<file path="src/hdl/fitness_wheel_selector_defines.svh">
// Assertion macros for the fitness wheel selector.
// Uses clk and rst_n of the module that includes it; no other dependencies.
`ifndef FITNESS_WHEEL_SELECTOR_DEFINES_SVH
`define FITNESS_WHEEL_SELECTOR_DEFINES_SVH

`ifndef ASSERT_OFF

`define FWS_ASSERT_IMPLY(name, a, b) \
    name: assert property (@(posedge clk) disable iff (!rst_n) (a) |-> (b)) \
        else $error("fws: implication check failed");

`define FWS_ASSERT_NEXT(name, a, b) \
    name: assert property (@(posedge clk) disable iff (!rst_n) (a) |=> (b)) \
        else $error("fws: next-cycle check failed");

`define FWS_ASSERT_ALWAYS(name, a) \
    name: assert property (@(posedge clk) disable iff (!rst_n) (a)) \
        else $error("fws: invariant check failed");

`else

`define FWS_ASSERT_IMPLY(name, a, b)
`define FWS_ASSERT_NEXT(name, a, b)
`define FWS_ASSERT_ALWAYS(name, a)

`endif

`endif

</file>
<file path="src/hdl/fws_pkg.sv">
// Shared constants, state type and controller/datapath interface structs
// for the fitness wheel selector. No dependencies.
package fws_pkg;

    localparam int POP_MAX   = 256;
    localparam int IDX_W     = $clog2(POP_MAX);
    localparam int POP_W     = IDX_W + 1;
    localparam int FIT_W     = 32;
    localparam int FRAC_W    = 16;
    localparam int SUM_W     = FIT_W + IDX_W;
    localparam int PROD_W    = SUM_W + FRAC_W;
    localparam int CFG_W     = POP_W;
    localparam int CFG_IDX_W = 1;

    localparam logic [CFG_IDX_W-1:0] CFG_MODE = 1'b0;
    localparam logic [CFG_IDX_W-1:0] CFG_POP  = 1'b1;

    localparam logic ACT_LOAD    = 1'b0;
    localparam logic ACT_SPIN    = 1'b1;
    localparam logic MODE_RANKED = 1'b1;

    localparam logic [POP_W-1:0] POP_RESET = POP_W'(POP_MAX);

    typedef enum logic [2:0] {
        ST_IDLE,
        ST_SUM,
        ST_SUM_TAIL,
        ST_MUL,
        ST_SCAN,
        ST_RANK,
        ST_WAIT_OUT
    } fws_state_t;

    typedef struct packed {
        logic load_we;
        logic spin_start;
        logic sum_issue;
        logic sum_acc;
        logic mul;
        logic scan_issue;
        logic rank_step;
        logic push_out;
    } fws_cmd_t;

    typedef struct packed {
        logic ranked;
        logic idx_last;
        logic scan_hit;
        logic rank_done;
        logic out_free;
    } fws_status_t;

endpackage

</file>
<file path="src/hdl/fws_controller.sv">
// Sequencer for the fitness wheel selector: accepts requests and steps
// the datapath through sum, multiply and scan/rank phases. Depends on fws_pkg.
module fws_controller (
    input  logic                 clk,
    input  logic                 rst_n,
    input  logic                 in_valid,
    input  logic                 action,
    output logic                 in_stall,
    input  fws_pkg::fws_status_t status,
    output fws_pkg::fws_cmd_t    cmd
);
    import fws_pkg::*;

    fws_state_t state_reg, state_next;
    logic       idle;

    assign idle = (state_reg == ST_IDLE);

    always_ff @(posedge clk or negedge rst_n)
    begin
        if (!rst_n)
            state_reg <= ST_IDLE;
        else
            state_reg <= state_next;
    end

    always_comb
    begin
        state_next = state_reg;
        case (state_reg)
            ST_IDLE:
            begin
                if (in_valid && action == ACT_SPIN)
                    state_next = status.ranked ? ST_MUL : ST_SUM;
            end
            ST_SUM:
            begin
                if (status.idx_last)
                    state_next = ST_SUM_TAIL;
            end
            ST_SUM_TAIL:
                state_next = ST_MUL;
            ST_MUL:
                state_next = status.ranked ? ST_RANK : ST_SCAN;
            ST_SCAN:
            begin
                if (status.scan_hit)
                    state_next = ST_WAIT_OUT;
            end
            ST_RANK:
            begin
                if (status.rank_done)
                    state_next = ST_WAIT_OUT;
            end
            ST_WAIT_OUT:
            begin
                if (status.out_free)
                    state_next = ST_IDLE;
            end
            default:
                state_next = ST_IDLE;
        endcase
    end

    always_comb
    begin
        in_stall       = !idle;
        cmd            = '0;
        cmd.load_we    = idle && in_valid && (action == ACT_LOAD);
        cmd.spin_start = idle && in_valid && (action == ACT_SPIN);
        case (state_reg)
            ST_IDLE:     ;
            ST_SUM:
            begin
                cmd.sum_issue = 1'b1;
                cmd.sum_acc   = 1'b1;
            end
            ST_SUM_TAIL: cmd.sum_acc    = 1'b1;
            ST_MUL:      cmd.mul        = 1'b1;
            ST_SCAN:     cmd.scan_issue = 1'b1;
            ST_RANK:     cmd.rank_step  = 1'b1;
            ST_WAIT_OUT: cmd.push_out   = status.out_free;
            default:     ;
        endcase
    end

endmodule

</file>
<file path="config.mk">
export PLATFORM = sky130hd
export DESIGN_NAME = fws_controller
export DESIGN_NICKNAME = d
export VERILOG_FILES = /design/src/hdl/fitness_wheel_selector_defines.svh /design/src/hdl/fws_pkg.sv /design/src/hdl/fws_controller.sv
export SDC_FILE = /design/constraint.sdc
export NUM_CORES = 1
export LEC_CHECK = 0
export BUFFER_PORTS_ARGS = -buffer_cell sky130_fd_sc_hd__buf_2
export CELL_PAD_IN_SITES_DETAIL_PLACEMENT = 0
export CELL_PAD_IN_SITES_GLOBAL_PLACEMENT = 1
export CORE_AREA = 2 2 39 41
export CTS_BUF_LIST = sky130_fd_sc_hd__clkbuf_4
export CTS_CLUSTER_SIZE = 30
export DETAILED_ROUTE_END_ITERATION = 16
export DIE_AREA = 0 0 41 43
export PLACE_DENSITY_LB_ADDON = 0.3
export SLEW_MARGIN = 30
export SYNTH_ARGS = -nofsm -noshare
export SYNTH_HDL_FRONTEND = slang
export SYNTH_SLANG_ARGS = --single-unit
</file>
<file path="constraint.sdc">
create_clock -name clk -period 1.4 [get_ports clk]
set_clock_uncertainty 0.15 [all_clocks]
set_input_delay 0.07 -clock clk [delete_from_list [all_inputs] [get_ports clk]]
set_output_delay 0.07 -clock clk [all_outputs]
set_load 0.01 [all_outputs]
</file>
==> out/qor.yml <==
final_layout:
  seq_area_sq_um: 77.57
  fill_cells: 150
  drive_gt1_share_pct: 60.00
  layout.nets: 75
  fin_area_sq_um: 519.2
  layoutNonFillerInstCount: 81
  final_core_utilization_pct: 37.52
  largest_reg_flops: 3
  syn_to_final_growth_pct: 96.68
  multi_input_area_sq_um: 192.7
  diodes: 0
clocking:
  htree_levels: 1
  cts_tree: "done"
  cts.clk_slew.worst_paths_ns: 0.04
  clk-insertion-delay-late_ns: 0.23
  root_buffer: "clkbuf_4"
  clkSinkCount: 3
  cts-buffers-inserted: 3
  clock_path_buffers: 2
placement:
  gp_congestion: 0.7750
  dpl_cell_area_sq_um: 400.4
  hpwl_um: 564.8
  io_buffers: 17
  dp.cells: 72
timing:
  fmax_ghz: 0.6911
  fin_setup_tns_ns: -0.04714
  setup_viol: 2
  hold_viol: 0
  timing.hold.ws_ns: 0.01899
  worstMarginPinSlew_ns: 0.1981
  timing.final.crit_share_pct: 103.4
  relSlewSlack_pct: 86.71
  finalCriticalPeriod_ns: 1.447
  rsz0062_at_grt: "true"
  slew_viol_final: 0
  fin_ws_ns: -0.04698
routing:
  drt_iter0_drc: 8
  firstDrtPassIters: 5
  vias: 352
  via_per_inst: 4.346
  drc: 0
  wirelength_um: 805
  ant_nets: 0
  wire_per_inst_um: 9.938
worst_setup_path:
  cp.required_ns: 1.36
  crit_path_start_kind: "flop"
  worstSetupPathType: "reg -> reg"
  cp-end-kind: "flop"
  cp.arrival_ns: 1.41
  worstPathMaxFanout: 6
logic_synthesis:
  yosys_warnings: 0
  yosysTopAreaCell: "dfrtp_1"
  synth-seq-cells: 3
  async_flop_share_pct: 100.0
  synth_edf_count: 0
  syn-cell-area_sq_um: 264.0
  synth_area_leaders: "dfrtp_1 (28%), and3_1 (7.1%), nand2_1 (7.1%)"
  yosys.area.top_type_share_pct: 28.44
  yosysMostFrequentCell: "nand2_1"
  synthFlopType: "dfrtp_1"
  synth.avg_cell_area_sq_um: 7.333
  netlist_instances: 36
  ys_top_cells_by_count: "nand2_1 (5), and3_1 (3), dfrtp_1 (3), inv_1 (3), nor2_1 (3)"
  yosysSeqAreaShare_pct: 28.44
  ys_types: 21
  synth_fp_nets: 45
die:
  rows: 14
  die_y_um: 43
  die_area_sq_um: 1763
  die_w_um: 41
  coreArea_sq_um: 1384
  io_pins: 18
  initial_utilization_pct: 19.08
flow_run:
  maxCapViolCount: 0
global_routing:
  grt_first_pass_wirelength_um: 1311
  grt_max_degree: 8
  antenna_found_initial: 0
  grt.busiest_layer: "met2"
  first_global_vias: 343
  globalRoute.totalOverflow: 0
  grt_util_met3_pct: 1.571
  use_met1_pct: 13.31
  grtUsageMet2_pct: 16.88
  grt_usage_pct: 11.08
power:
  ir_drop_mv: 0.6667
  p_per_area_nw_per_um2: 2268
  cellLeakagePower_uw: 0.0002867
run_status:
  violations: "negative setup slack"
  status: "finished with violations"
min_path:
  min_path_type: "in -> async"
[what timing repair did]
| item | in CTS | in global routing |
|---|---|---|
| setup buffers | 3 | 0 |
| endpoints found under the hold margin | 4 | 0 |
| pin swaps | 2 | 0 |
| hold buffers | 2 | 0 |
| gates resized for setup | 10 | 4 |
| setup endpoints to repair | 4 | 9 |
[critical path, cell delays in order (launching register included)]
cell and delay (ns):
dfrtp_2 0.44, buf_6 0.13, nand3b_1 0.17, a32o_2 0.25, a22o_1 0.18
[final cells by class]
cell class	count	share of cell area [%]
sequential	3	14.94
inverter	3	2.169
multi-input combinational	27	37.11
tap	16	3.855
timing repair buffer	28	36.14
clock buffer	4	5.783
[path summary, 6_finish.rpt]
check	startpoint	end	cells after the start	slack (ns)
max in group asynchronous	rst_n	state_reg[0]$_DFFE_PN0P_	2	0.96
min in group clk	status[4]	state_reg[1]$_DFFE_PN0P_	4	0.11
hold reg to reg	state_reg[2]$_DFFE_PN0P_	state_reg[2]$_DFFE_PN0P_	2	0.55
hold / removal	rst_n	state_reg[1]$_DFFE_PN0P_	2	0.02
setup reg to reg	state_reg[0]$_DFFE_PN0P_	state_reg[0]$_DFFE_PN0P_	4	-0.05
setup / recovery	state_reg[0]$_DFFE_PN0P_	state_reg[0]$_DFFE_PN0P_	4	-0.05
[report_power, final]
group | switching, uW | internal [uW] | leakage (uW)
logic | 348 | 447 | 0.000234
clock network | 40.7 | 126 | 0.0000184
registers | 77.8 | 138 | 0.0000344
[layout by cell type, fill, tap and decap left out]
master	instances
dfrtp_2	2
nor2_1	2
nand3b_1	1
buf_6	4
and3_1	3
a21oi_1	1
nor3b_2	2
a32o_2	1
nand2_1	4
buf_4	5
buf_2	17
or4_1	1
dfrtp_1	1
a22o_1	1
nand2_2	1
nor2_2	1
nor3_2	1
inv_1	3
a21o_1	1
o22ai_1	1
clkbuf_4	4
o21ai_0	2
nor2b_4	1
xnor2_1	1
mux2i_1	1
dlygate4sd3_1	2
a211oi_1	1
[metrics by stage]
step	setup slack, ns	total power [uW]
after floorplan	0.1187	575.8
after global placement	0.02201	840.0
after detailed placement	0.03411	831.9
after CTS	-0.02355	1150
after global routing	-0.08562	1283
final	-0.04698	1178
[kinds of logic after synthesis]
group,after synthesis,share of synthesized area (%)
buffers and inverters,6,9.477
AO/OA/AOI/OAI,8,20.86
multiplexers,1,3.792
AND/OR/NAND/NOR,17,34.12
flip-flops,3,28.44
XOR/XNOR,1,3.318
[layer usage]
layer	share of wire (%)	wire length [um]
met5	0	0
met4	0	0
met3	8.6	69
met2	50	405
met1	41	330
Power figures use the tool's default switching activity.
